$ cat src/rtl/bba_pkg.sv
// Shared types and constants of the bitmap block allocator.
// Used by every module under rtl; depends on nothing.
package bba_pkg;

	localparam int MAX_BLOCKS = 1024;
	localparam int MAP_AW     = $clog2(MAX_BLOCKS);
	localparam int SWEEP_W    = MAP_AW + 1;
	localparam int CNT_W      = 11;
	localparam int REQ_W      = 16;
	localparam int BS_W       = 8;
	localparam int BN_W       = 10;
	localparam int DIVD_W     = REQ_W + 1;
	localparam int DCNT_W     = $clog2(DIVD_W + 1);
	localparam int SLOT_W     = BS_W - 2;
	localparam int TOTAL_W    = SLOT_W + 1;
	localparam int CFG_IDX_W  = 1;

	localparam logic [CFG_IDX_W-1:0] REG_POOL_SIZE  = 1'd0;
	localparam logic [CFG_IDX_W-1:0] REG_BLOCK_SIZE = 1'd1;

	localparam logic [CNT_W-1:0] POOL_SIZE_RST  = 11'd1024;
	localparam logic [BS_W-1:0]  BLOCK_SIZE_RST = 8'd64;

	typedef enum logic [1:0] {
		ST_OK       = 2'd0,
		ST_TOO_MANY = 2'd1,
		ST_NO_SPACE = 2'd2
	} status_t;

	typedef enum logic [2:0] {
		S_CLEAR,
		S_RECOUNT,
		S_IDLE,
		S_DIVIDE,
		S_CHECK,
		S_SCAN
	} state_t;

	typedef struct packed {
		logic    clear_run;
		logic    recount_start;
		logic    recount_run;
		logic    accept;
		logic    scan_start;
		logic    scan_run;
		logic    emit_err;
		status_t err_code;
	} cmd_t;

	typedef struct packed {
		logic clear_done;
		logic recount_done;
		logic recount_pend;
		logic div_done;
		logic reject_size;
		logic reject_free;
		logic scan_done;
	} sts_t;

endpackage

$ cat src/rtl/bba_div.sv
// Restoring divider, one quotient bit per cycle.
// Depends on bba_pkg for widths.
module bba_div (
	input  logic                          clk,
	input  logic                          arst_n,
	input  logic                          start,
	input  logic [bba_pkg::DIVD_W-1:0]    dividend,
	input  logic [bba_pkg::BS_W-1:0]      divisor,
	output logic [bba_pkg::DIVD_W-1:0]    quotient,
	output logic                          done
);

	logic [bba_pkg::DIVD_W-1:0] num_q;
	logic [bba_pkg::BS_W-1:0]   rem_q;
	logic [bba_pkg::DCNT_W-1:0] cnt_q;
	logic                       done_q;
	logic [bba_pkg::BS_W:0]     trial;
	logic [bba_pkg::BS_W:0]     diff;
	logic                       ge;

	assign trial = {rem_q, num_q[bba_pkg::DIVD_W-1]};
	assign ge    = trial >= {1'b0, divisor};
	assign diff  = trial - {1'b0, divisor};

	always_ff @(posedge clk or negedge arst_n) begin
		if (!arst_n) begin
			cnt_q  <= '0;
			done_q <= 1'b0;
		end else begin
			done_q <= 1'b0;
			if (start) begin
				cnt_q <= bba_pkg::DCNT_W'(bba_pkg::DIVD_W);
			end else if (cnt_q != '0) begin
				cnt_q <= cnt_q - 1'b1;
				if (cnt_q == bba_pkg::DCNT_W'(1))
					done_q <= 1'b1;
			end
		end
	end

	always_ff @(posedge clk) begin
		if (start) begin
			num_q <= dividend;
			rem_q <= '0;
		end else if (cnt_q != '0) begin
			// shift the quotient bit in behind the dividend
			num_q <= {num_q[bba_pkg::DIVD_W-2:0], ge};
			rem_q <= ge ? diff[bba_pkg::BS_W-1:0] : trial[bba_pkg::BS_W-1:0];
		end
	end

	assign quotient = num_q;
	assign done     = done_q;

endmodule

$ cat src/rtl/bba_datapath.sv
// Datapath: configuration registers, used-block bitmap memory, sweep counter,
// free counter and result registers. Depends on bba_pkg and bba_div.
module bba_datapath (
	input  logic                             clk,
	input  logic                             arst_n,
	input  bba_pkg::cmd_t                    cmd,
	output bba_pkg::sts_t                    sts,
	input  logic [bba_pkg::REQ_W-1:0]        request_bytes,
	input  logic                             cfg_we,
	input  logic [bba_pkg::CFG_IDX_W-1:0]    cfg_index,
	input  logic [bba_pkg::CNT_W-1:0]        cfg_wdata,
	output logic                             result_valid,
	output logic [bba_pkg::BN_W-1:0]         block_number,
	output logic                             is_index_block,
	output logic [1:0]                       status,
	output logic                             last,
	output logic [bba_pkg::CNT_W-1:0]        free_count
);

	logic [bba_pkg::CNT_W-1:0]   pool_size_q;
	logic [bba_pkg::BS_W-1:0]    block_size_q;
	logic [bba_pkg::CNT_W-1:0]   eff_count;
	logic                        pend_q;

	logic                        used_map [bba_pkg::MAX_BLOCKS];
	logic                        map_we;
	logic [bba_pkg::MAP_AW-1:0]  map_waddr;
	logic                        map_wdata;

	logic [bba_pkg::SWEEP_W-1:0] sweep_q;
	logic                        valid_s1;
	logic [bba_pkg::MAP_AW-1:0]  addr_s1;
	logic                        rd_bit_s1;
	logic                        in_range_s1;

	logic [bba_pkg::CNT_W-1:0]   zcount_q;
	logic [bba_pkg::CNT_W-1:0]   free_q;
	logic                        req_nz_q;
	logic [bba_pkg::TOTAL_W-1:0] total_q;
	logic [bba_pkg::TOTAL_W-1:0] found_q;

	logic [bba_pkg::DIVD_W-1:0]  dividend;
	logic [bba_pkg::DIVD_W-1:0]  quotient;
	logic                        div_done;
	logic [bba_pkg::SLOT_W-1:0]  slots;
	logic                        bs_zero;
	logic [bba_pkg::TOTAL_W-1:0] total;
	logic                        pick;
	logic                        pick_last;
	logic                        sweep_end;

	logic                        res_valid_q;
	logic [bba_pkg::BN_W-1:0]    res_block_q;
	logic                        res_index_q;
	bba_pkg::status_t            res_status_q;
	logic                        res_last_q;
	logic [bba_pkg::CNT_W-1:0]   res_free_q;

	assign eff_count = (pool_size_q > bba_pkg::CNT_W'(bba_pkg::MAX_BLOCKS)) ?
		bba_pkg::CNT_W'(bba_pkg::MAX_BLOCKS) : pool_size_q;

	// configuration and recount request
	always_ff @(posedge clk or negedge arst_n) begin
		if (!arst_n) begin
			pool_size_q  <= bba_pkg::POOL_SIZE_RST;
			block_size_q <= bba_pkg::BLOCK_SIZE_RST;
			pend_q       <= 1'b0;
		end else begin
			if (cfg_we && cfg_index == bba_pkg::REG_POOL_SIZE) begin
				pool_size_q <= cfg_wdata;
				pend_q      <= 1'b1;
			end else if (cmd.recount_start || (cmd.clear_run && sweep_end)) begin
				pend_q <= 1'b0;
			end
			if (cfg_we && cfg_index == bba_pkg::REG_BLOCK_SIZE)
				block_size_q <= cfg_wdata[bba_pkg::BS_W-1:0];
		end
	end

	// divider: ceiling of request over block size
	assign bs_zero  = block_size_q == '0;
	assign dividend = {1'b0, request_bytes} + bba_pkg::DIVD_W'(block_size_q)
		- bba_pkg::DIVD_W'(1);

	bba_div u_div (
		.clk      (clk),
		.arst_n   (arst_n),
		.start    (cmd.accept),
		.dividend (dividend),
		.divisor  (block_size_q),
		.quotient (quotient),
		.done     (div_done)
	);

	assign slots = block_size_q[bba_pkg::BS_W-1:2];
	assign total = bs_zero ? bba_pkg::TOTAL_W'(1) :
		{1'b0, quotient[bba_pkg::SLOT_W-1:0]} + bba_pkg::TOTAL_W'(1);

	// bitmap memory
	assign sweep_end   = sweep_q[bba_pkg::MAP_AW];
	assign in_range_s1 = bba_pkg::CNT_W'(addr_s1) < eff_count;
	assign pick        = cmd.scan_run && valid_s1 && !rd_bit_s1 && in_range_s1;
	assign pick_last   = found_q == total_q - bba_pkg::TOTAL_W'(1);

	always_comb begin
		map_we    = 1'b0;
		map_waddr = sweep_q[bba_pkg::MAP_AW-1:0];
		map_wdata = 1'b0;
		if (cmd.clear_run && !sweep_end) begin
			map_we = 1'b1;
		end else if (pick) begin
			map_we    = 1'b1;
			map_waddr = addr_s1;
			map_wdata = 1'b1;
		end
	end

	always_ff @(posedge clk) begin
		if (map_we)
			used_map[map_waddr] <= map_wdata;
		rd_bit_s1 <= used_map[sweep_q[bba_pkg::MAP_AW-1:0]];
		addr_s1   <= sweep_q[bba_pkg::MAP_AW-1:0];
	end

	// sweep, counters
	always_ff @(posedge clk or negedge arst_n) begin
		if (!arst_n) begin
			sweep_q  <= '0;
			valid_s1 <= 1'b0;
			zcount_q <= '0;
			free_q   <= bba_pkg::CNT_W'(bba_pkg::MAX_BLOCKS);
			req_nz_q <= 1'b0;
			total_q  <= '0;
			found_q  <= '0;
		end else begin
			valid_s1 <= 1'b0;
			if (cmd.accept)
				req_nz_q <= request_bytes != '0;
			if (cmd.clear_run) begin
				if (sweep_end)
					free_q <= eff_count;
				else
					sweep_q <= sweep_q + 1'b1;
			end
			if (cmd.recount_start || cmd.scan_start) begin
				sweep_q  <= '0;
				zcount_q <= '0;
				found_q  <= '0;
			end
			if (cmd.scan_start) begin
				total_q <= total;
				free_q  <= free_q - bba_pkg::CNT_W'(total);
			end
			if (cmd.recount_run || cmd.scan_run) begin
				valid_s1 <= !sweep_end;
				if (!sweep_end)
					sweep_q <= sweep_q + 1'b1;
			end
			if (cmd.recount_run) begin
				if (valid_s1 && !rd_bit_s1 && in_range_s1)
					zcount_q <= zcount_q + 1'b1;
				if (sweep_end && !valid_s1)
					free_q <= zcount_q;
			end
			if (pick)
				found_q <= found_q + 1'b1;
		end
	end

	// result registers
	always_ff @(posedge clk or negedge arst_n) begin
		if (!arst_n)
			res_valid_q <= 1'b0;
		else
			res_valid_q <= cmd.emit_err || pick;
	end

	always_ff @(posedge clk) begin
		if (cmd.emit_err) begin
			res_block_q  <= '0;
			res_index_q  <= 1'b0;
			res_status_q <= cmd.err_code;
			res_last_q   <= 1'b1;
			res_free_q   <= free_q;
		end else if (pick) begin
			res_block_q  <= bba_pkg::BN_W'(addr_s1);
			res_index_q  <= found_q == '0;
			res_status_q <= bba_pkg::ST_OK;
			res_last_q   <= pick_last;
			res_free_q   <= free_q;
		end
	end

	assign result_valid   = res_valid_q;
	assign block_number   = res_block_q;
	assign is_index_block = res_index_q;
	assign status         = res_status_q;
	assign last           = res_last_q;
	assign free_count     = res_free_q;

	assign sts.clear_done   = sweep_end;
	assign sts.recount_done = sweep_end && !valid_s1;
	assign sts.recount_pend = pend_q;
	assign sts.div_done     = div_done;
	assign sts.reject_size  = bs_zero ? req_nz_q :
		(quotient > bba_pkg::DIVD_W'(slots));
	assign sts.reject_free  = bba_pkg::CNT_W'(total) > free_q;
	assign sts.scan_done    = pick && pick_last;

endmodule

$ cat src/rtl/bba_ctrl.sv
// Controller state machine: clearing pass, recount, divide, check, scan.
// Depends on bba_pkg for the state, command and status types.
module bba_ctrl (
	input  logic          clk,
	input  logic          arst_n,
	input  logic          start,
	input  bba_pkg::sts_t sts,
	output bba_pkg::cmd_t cmd,
	output logic          busy
);

	bba_pkg::state_t state_q;
	bba_pkg::state_t state_d;

	always_ff @(posedge clk or negedge arst_n) begin
		if (!arst_n)
			state_q <= bba_pkg::S_CLEAR;
		else
			state_q <= state_d;
	end

	assign busy = (state_q != bba_pkg::S_IDLE) || sts.recount_pend;

	always_comb begin
		state_d  = state_q;
		cmd      = '0;
		cmd.err_code = bba_pkg::ST_OK;
		case (state_q)
			bba_pkg::S_CLEAR: begin
				cmd.clear_run = 1'b1;
				if (sts.clear_done)
					state_d = bba_pkg::S_IDLE;
			end
			bba_pkg::S_RECOUNT: begin
				// restart when the pool size changed again
				if (sts.recount_pend)
					cmd.recount_start = 1'b1;
				else begin
					cmd.recount_run = 1'b1;
					if (sts.recount_done)
						state_d = bba_pkg::S_IDLE;
				end
			end
			bba_pkg::S_IDLE: begin
				if (start && !busy) begin
					cmd.accept = 1'b1;
					state_d    = bba_pkg::S_DIVIDE;
				end else if (sts.recount_pend) begin
					cmd.recount_start = 1'b1;
					state_d           = bba_pkg::S_RECOUNT;
				end
			end
			bba_pkg::S_DIVIDE: begin
				if (sts.div_done)
					state_d = bba_pkg::S_CHECK;
			end
			bba_pkg::S_CHECK: begin
				if (sts.reject_size) begin
					cmd.emit_err = 1'b1;
					cmd.err_code = bba_pkg::ST_TOO_MANY;
					state_d      = bba_pkg::S_IDLE;
				end else if (sts.reject_free) begin
					cmd.emit_err = 1'b1;
					cmd.err_code = bba_pkg::ST_NO_SPACE;
					state_d      = bba_pkg::S_IDLE;
				end else begin
					cmd.scan_start = 1'b1;
					state_d        = bba_pkg::S_SCAN;
				end
			end
			bba_pkg::S_SCAN: begin
				cmd.scan_run = 1'b1;
				if (sts.scan_done)
					state_d = bba_pkg::S_IDLE;
			end
			default: begin
				state_d = bba_pkg::S_IDLE;
			end
		endcase
	end

endmodule

$ cat src/rtl/bitmap_block_allocator.sv
// Top level of the bitmap first-fit block allocator.
// Joins bba_ctrl and bba_datapath; depends on bba_pkg.
//
//  channel   | ports                                            | handshake
//  ----------+--------------------------------------------------+---------------------------
//  request   | start, busy, request_bytes                       | taken when start & !busy
//  result    | result_valid, block_number, is_index_block,      | one-cycle strobe, no stall
//            | status, last, free_count                         |
//  config    | cfg_we, cfg_index, cfg_wdata                     | written when cfg_we
//
// A request takes its accept cycle, the serial divider (17 quotient bits, then a done
// strobe), the check state, then a scan of the bitmap memory, one block per cycle.
// Rejected requests finish after the check.
// After reset a clearing pass zeroes the bitmap with busy high.
// A pool size write starts a recount sweep, busy high.
// Results leave on a strobe in the cycle after each pick; the receiver cannot stall them.
module bitmap_block_allocator (
	input  logic                          clk,
	input  logic                          arst_n,
	input  logic                          start,
	output logic                          busy,
	input  logic [bba_pkg::REQ_W-1:0]     request_bytes,
	input  logic                          cfg_we,
	input  logic [bba_pkg::CFG_IDX_W-1:0] cfg_index,
	input  logic [bba_pkg::CNT_W-1:0]     cfg_wdata,
	output logic                          result_valid,
	output logic [bba_pkg::BN_W-1:0]      block_number,
	output logic                          is_index_block,
	output logic [1:0]                    status,
	output logic                          last,
	output logic [bba_pkg::CNT_W-1:0]     free_count
);

	bba_pkg::cmd_t cmd;
	bba_pkg::sts_t sts;

	bba_ctrl u_ctrl (
		.clk    (clk),
		.arst_n (arst_n),
		.start  (start),
		.sts    (sts),
		.cmd    (cmd),
		.busy   (busy)
	);

	bba_datapath u_dp (
		.clk            (clk),
		.arst_n         (arst_n),
		.cmd            (cmd),
		.sts            (sts),
		.request_bytes  (request_bytes),
		.cfg_we         (cfg_we),
		.cfg_index      (cfg_index),
		.cfg_wdata      (cfg_wdata),
		.result_valid   (result_valid),
		.block_number   (block_number),
		.is_index_block (is_index_block),
		.status         (status),
		.last           (last),
		.free_count     (free_count)
	);

endmodule
$ cat config.mk
export PLATFORM = sky130hd
export DESIGN_NAME = bitmap_block_allocator
export DESIGN_NICKNAME = d
export VERILOG_FILES = /design/src/rtl/bba_pkg.sv /design/src/rtl/bba_div.sv /design/src/rtl/bba_datapath.sv /design/src/rtl/bba_ctrl.sv /design/src/rtl/bitmap_block_allocator.sv
export SDC_FILE = /design/constraint.sdc
export NUM_CORES = 2
export LEC_CHECK = 0
export ABC_AREA = 1
export BUFFER_PORTS_ARGS = -buffer_cell sky130_fd_sc_hd__buf_2
export CAP_MARGIN = 0
export CORE_MARGIN = 10
export CORE_UTILIZATION = 55
export CTS_CLUSTER_DIAMETER = 60
export DETAILED_ROUTE_END_ITERATION = 16
export PLACE_DENSITY = 0.77
export SLEW_MARGIN = 0
export SYNTH_ARGS = -nofsm -noshare
export SYNTH_HDL_FRONTEND = slang
export SYNTH_SLANG_ARGS = --single-unit
$ cat constraint.sdc
create_clock -name clk -period 12.55 [get_ports clk]
set_input_delay 0.6275 -clock clk [delete_from_list [all_inputs] [get_ports clk]]
set_output_delay 0.6275 -clock clk [all_outputs]
set_load 0.01 [all_outputs]
# After elaboration in Yosys (flattened, before gate mapping)
# Memory sizes are Yosys's and may differ from the RTL's. A register that Yosys moved wholly into a read port is not among the register bits.
# Cells that the tools add are included.
# op_classes
reduce_logical,31
magnitude_cmp,5
n_shift,0
multipliers,0
div,0
addsub,10
bitwise,1
n_eq_ne,14
mux,65
# op_table
cell,count
$mux 11,16
$mux 3,12
$mux 17,2
$mux 1,23
$add 11x1->11 const B,2
$mux 7,3
$mux 10,2
$pmux 3 s6,1
$add 16x8->17,1
$gt 17x6->1,1
$sub 17x1->17 const B,1
$reduce_bool 16->1,1
$logic_and 1x1->1,12
$gt 11x11->1 const B,1
$gt 7x11->1,1
$lt 10x11->1,1
$sub 11x7->11,1
$mux 5,2
$ge 9x8->1,1
$logic_not 8->1,1
$mux 8,1
$reduce_bool 2->1,4
$sub 8x8->8,1
$add 6x1->7 const B,1
other kinds (21),34
# totals
mem_count,1
register_bits,139
rom_bits,0
latchBits,0
ram_bits,1024
in_bits,32
# memory_table
name,words,word_bits,rd,rd_ports_with_merged_regs,write_ports,line_no,rtl
u_dp.used_map,1024,1,1,1,1,bba_datapath.sv:25,logic used_map [bba_pkg::MAX_BLOCKS];

# Longest topological paths before layout
# depth
ltp_word,10
mapped_depth,22
ltp_nobuf,20

# By module
# Synthesis repeated with hierarchy kept, for this count alone.
# unflattened
cells_unflattened,6051
area_unflattened_um2,55703.4
# modules_own_cells
module,cells_per_inst,seq_area_each_um2,n_inst,area_per_inst_um2
bba_datapath,5756,33355.7,1,53363.7
bba_div,234,820.8,1,1905.6
bba_ctrl,61,75.1,1,434.2

# Worst setup path before layout
# Ideal clock, no wire load.
# synth_path
kind,register -> register
from,register u_dp.pool_size_q[4] in the netlist's numbering
to,memory u_dp.used_map[233] (enable)
slack_ns,2.002
t_arrival_ns,10.248
n_path_buf,2
t_required_ns,12.250
setup_ns,0.300
stages_incl_launch_ff,21
cell_sequence,dfrtp_1 or2_2 nor2_1 and3_1 a21oi_1 inv_1 nand2_1 ha_1 a21oi_1 o21ai_0 a21oi_1 nand3_2 inv_2 buf_2 o21ai_1 inv_2 nand2_1 nor2_1 nand2_1 buf_1 nor2_1
# synth_via
elab_chain_len,8
# synth_lines
element,line_no,rtl
start: declaration,bba_datapath.sv:20,logic [bba_pkg::CNT_W-1:0] pool_size_q;
start signal: assignment,bba_datapath.sv:65,pool_size_q <= bba_pkg::POOL_SIZE_RST;
start signal: assignment,bba_datapath.sv:70,pool_size_q <= cfg_wdata;
$gt 11x11->1,bba_datapath.sv:59,assign eff_count = (pool_size_q > bba_pkg::CNT_W'(bba_pkg::MAX_BLOCKS)) ?
$mux 11 (*),bba_datapath.sv:59,
$lt 10x11->1 (*),bba_datapath.sv:101,assign in_range_s1 = bba_pkg::CNT_W'(addr_s1) < eff_count;
$logic_and 1x1->1 (*),bba_datapath.sv:102,assign pick = cmd.scan_run && valid_s1 && !rd_bit_s1 && in_range_s1;
$mux 1,bba_datapath.sv:111,end else if (pick) begin
$mux 1,bba_datapath.sv:109,if (cmd.clear_run && !sweep_end) begin
$mux 1,bba_datapath.sv:119,if (map_we)
$mux 1 (not written as such),bba_datapath.sv:120,used_map[map_waddr] <= map_wdata;
end: declaration,bba_datapath.sv:25,
# Mark *: on every way between the ends. The rest lies on a longest branch, timed or not.

# Worst setup path after layout
# layout_path
from,register u_dp.pool_size_q[4] in the netlist's numbering
to,"memory u_dp.used_map[7], data pin"
# layout_via
elab_chain_len,6
# layout_lines
element,line_no
$gt 11x11->1,bba_datapath.sv:59
$mux 11 (*),bba_datapath.sv:59
$lt 10x11->1 (*),bba_datapath.sv:101
$logic_and 1x1->1 (*),bba_datapath.sv:102
$mux 1 (*),bba_datapath.sv:111
$mux 1 (*),bba_datapath.sv:109
# Marks and branches as above.

==> impl_results.md <==
- H-tree depth: 3
- Tot Pwr: 10.56 mW
- Slowest cell on the critical path: buf_4
- Setup crit end kind: register
- Sequential fraction of the synthesis area: 0.6231
- Cells after Synth: 5,949
- RSZ-0062 raised after global routing: no
- Yosys top cell by area: edfxtp_1
- Syn nets: 6,050
- Max Root-Sink Buffers: 3
- Buffer and inverter count on the worst path: 5
- Global-route wire length before repair: 236,300 microns
- Cts repair resizes: 0
- All-Layer GR Usage: 0.2721
- Grt met3 use: 0.05407
- Cell Pwr Density: 177.0 nW/um^2
- Worst r2r path cells: 15
- Fmax: 146.8 MHz
- Avg Inst Size Synth: 9.240 sq um
- Initial antenna violation count: 1
- Residual DRC: 0
- Vias/cell: 6.029
- Clk network pwr share: 0.320
- Sequential share of power: 0.418
- Cell Count, Final, Fillers Out: 7,147
- Worst hold path depth: 3
- Critical path class: register to register
- Comb power frac: 0.262
- Tmin final: 6.810 ns
- Final Skew: 0.02935 ns
- Starting DRT DRC Count: 6,408
- Dpl cell area: 55,980 sq um
- Slowest stage delay, CP: 0.99 ns
- Final instance area: 59,670 sq um
- Setup TNS: 0 ns
- Synth top area share: 0.5758
- Core area: 98,710 sq um
- Max cap viols: 0
- TritonRoute pass-1 iters: 6
- Status: finished clean
- Crit path cell chain: or2_2 -> nor2_1 -> and3_1 -> a21oi_1 -> inv_1 -> nand2_1 -> ha_1 -> a21oi_1 -> o21ai_0 -> a21oi_1 -> nand3_2 -> inv_8 -> buf_4 -> buf_4 -> buf_4
- Port bufs: 58
- HP Class: primary input to register
- Row count: 115
- Top cells by area, synth: edfxtp_1 58%, nor2_1 12%, nand2_1 7.4%, nand3_1 4.3%, o21ai_0 3.7%
- Dpl cells: 6,926
- Hold buffers post-CTS: 1
- P_leak: 19.98 nW
- Crit path arrival time: 7.15 ns
- Relative slew slack: 0.1946
- Synth Cell Area: 54,970 sq um
- Post-CTS setup buffer count: 0
- Power Internal: 6.934 mW
- Num ports: 59
- Layout cells sized above 1: 0.06588
- Final setup viols: 0
- Largest net degree at the start of global routing: 183
- RD Place Congestion: 0.9236
- WP data required: 12.89 ns
- Overflow after GRT: 0
- Chip Height: 336.1 microns
- Routed WL per cell: 22.14 microns
- Final slew viol count: 0
- Crit path max-delay family: buffers and inverters
- Switching pwr: 3.625 mW
- Cts bufs inserted: 115
- Initial core utilization: 0.5569
- Clock tree sinks: 1,164
- Clock-pin slew on the worst setup and hold paths: 0.06 ns
- Die Area: 113,000 sq um
- Grt met1 use: 0.3504
- Clk_lat worst skew: 0.71 ns
- Vias in the first global route: 40,120
- Synth-to-layout area growth: 8.547%
- Critical Path Start Type: register
- Total wire length: 158,200 microns
- CTS tree: built
- HPWL Detailed: 79,390 microns
- Max rail drop VDD: 0.1268 mV
- Synthesis-stage register bit count: 1,164
- Final ANT Viol Nets: 0
- Final period util: 0.5427
- Vias: 43,090
- Synth warn: 0
- Root buf cell: clkbuf_16
- Final hold vios: 0
- GRT met2 Usage: 0.4398
- Critical Path Stages: 15
- Nets: 5,858
- CP max FO: 130
- Slew @ Worst Pin: 1.205 ns
- Gr busiest metal: met2
- Die X-Extent: 336.1 microns
- Post-synth cell types: 48
- Sw frac: 0.3433
==> tightest hold or removal path, cell delays in order <==
cell and delay (ns):
buf_2 0.07, nand2_1 0.05, nand2_1 0.06
==> per-layer routing <==
layer / vias to the layer above / routed length, microns / part of all wire
li1: 19300 / - / -
met1: 20530 / 56640 / 0.36
met2: 2719 / 73550 / 0.46
met3: 537 / 19840 / 0.13
met4: 0 / 8171 / 0.052
met5: - / 0 / 0
==> metrics by stage <==
step | utilization | worst slack (ns) | hold slack [ns]
after global placement | 0.5672 | 6.062 | 0.4479
after detailed placement | 0.5672 | 5.923 | 0.4544
after floorplan | - | 2.002 | 0.3319
after CTS | 0.6044 | 5.914 | 0.1162
final | 0.6045 | 5.740 | 0.1439
after global routing | 0.6044 | 5.205 | 0.1443
==> synthesized netlist by cell type, drive strengths merged <==
cell type	count
a211oi	1
a21boi	4
a21o	4
a21oi	130
a22o	1
a22oi	6
a31o	2
a31oi	1
a41oi	1
and3	9
buf	123
clkbuf	312
clkinv	3
dfrtp	76
dfstp	3
dfxtp	31
edfxtp	1054
fa	3
ha	66
inv	267
nand2	1090
nand3	474
nand3b	5
nand4	15
nor2	1704
nor3	20
nor4	3
o2111ai	1
o211ai	41
o21a	2
o21ai	413
o21bai	1
o221ai	1
o22ai	7
o31ai	4
or2	20
or3	1
xnor2	12
xor2	38
==> power by group through the flow <==
stage / logic, mW / registers, mW / clock network, mW
6_report: 2.77 / 4.42 / 3.38
5_1_grt: 3.03 / 4.42 / 3.54
4_1_cts: 2.70 / 4.41 / 3.39
3_5_place_dp: 2.68 / 4.49 / 0
3_3_place_gp: 2.62 / 4.49 / 0
2_1_floorplan: 1.94 / 4.38 / 0
==> flip-flops by register name, summed over array words and instances (netlist names), 7 cells and up <==
register and cells:
u_dp.addr_s1 10, u_dp.pool_size_q 11, u_dp.zcount_q 11, u_dp.u_div.rem_q 8, u_dp.free_q 11, u_dp.free_count 11
u_dp.sweep_q 11, u_dp.block_number 10, u_dp.used_map 1024, u_dp.found_q 7, u_dp.block_size_q 8, u_dp.total_q 7
u_dp.u_div.quotient 17
==> layout make-up <==
type / instances / area [sq um]
clock buffer: 147 / 3075
fill: 8078 / 39040
timing repair buffer: 126 / 818.3
clock inverter: 72 / 593.1
tap: 1287 / 1610
antenna: 1 / 2.502
inverter: 270 / 1037
sequential: 1164 / 34260
multi-input combinational: 4080 / 18270
==> logic make-up (layout without fill, tap and decap cells) <==
group / Yosys count / in the layout / share of synthesized area
AND/OR/NAND/NOR: 3341 / 3341 / 0.2433
flip-flops: 1164 / 1164 / 0.6231
buffers and inverters: 705 / 615 / 0.04935
AO/OA/AOI/OAI: 620 / 620 / 0.06018
adder cells (fa/ha/maj): 69 / 69 / 0.01612
XOR/XNOR: 50 / 50 / 0.007967
other: 0 / 1 / 0
==> path summary, 6_finish.rpt <==
kind / startpoint / end / slack, ns
max: u_dp.pool_size_q[4] / u_dp.used_map[7] / 5.74
min: cfg_wdata[9] / u_dp.pool_size_q[9] / 0.14
max reg2reg: u_dp.pool_size_q[4] / u_dp.used_map[7] / 5.74
min reg2reg: u_dp.block_number[5] / u_dp.block_number[5] / 0.46
max in group asynchronous: arst_n / u_dp.sweep_q[0] / 11.03
min in group asynchronous: arst_n / u_dp.result_valid / 0.30
==> cell usage in the layout (no fill, tap or decap), types with 41 or more instances in the layout <==
cell type / n
nor2_1: 1687
nand2_1: 1090
edfxtp_1: 1054
nand3_1: 441
o21ai_0: 402
inv_1: 252
a21oi_1: 130
clkbuf_16: 118
dfrtp_1: 72
buf_4: 67
ha_1: 66
buf_2: 57
o211ai_1: 41
No activity file was read; power rests on OpenSTA's default activity.
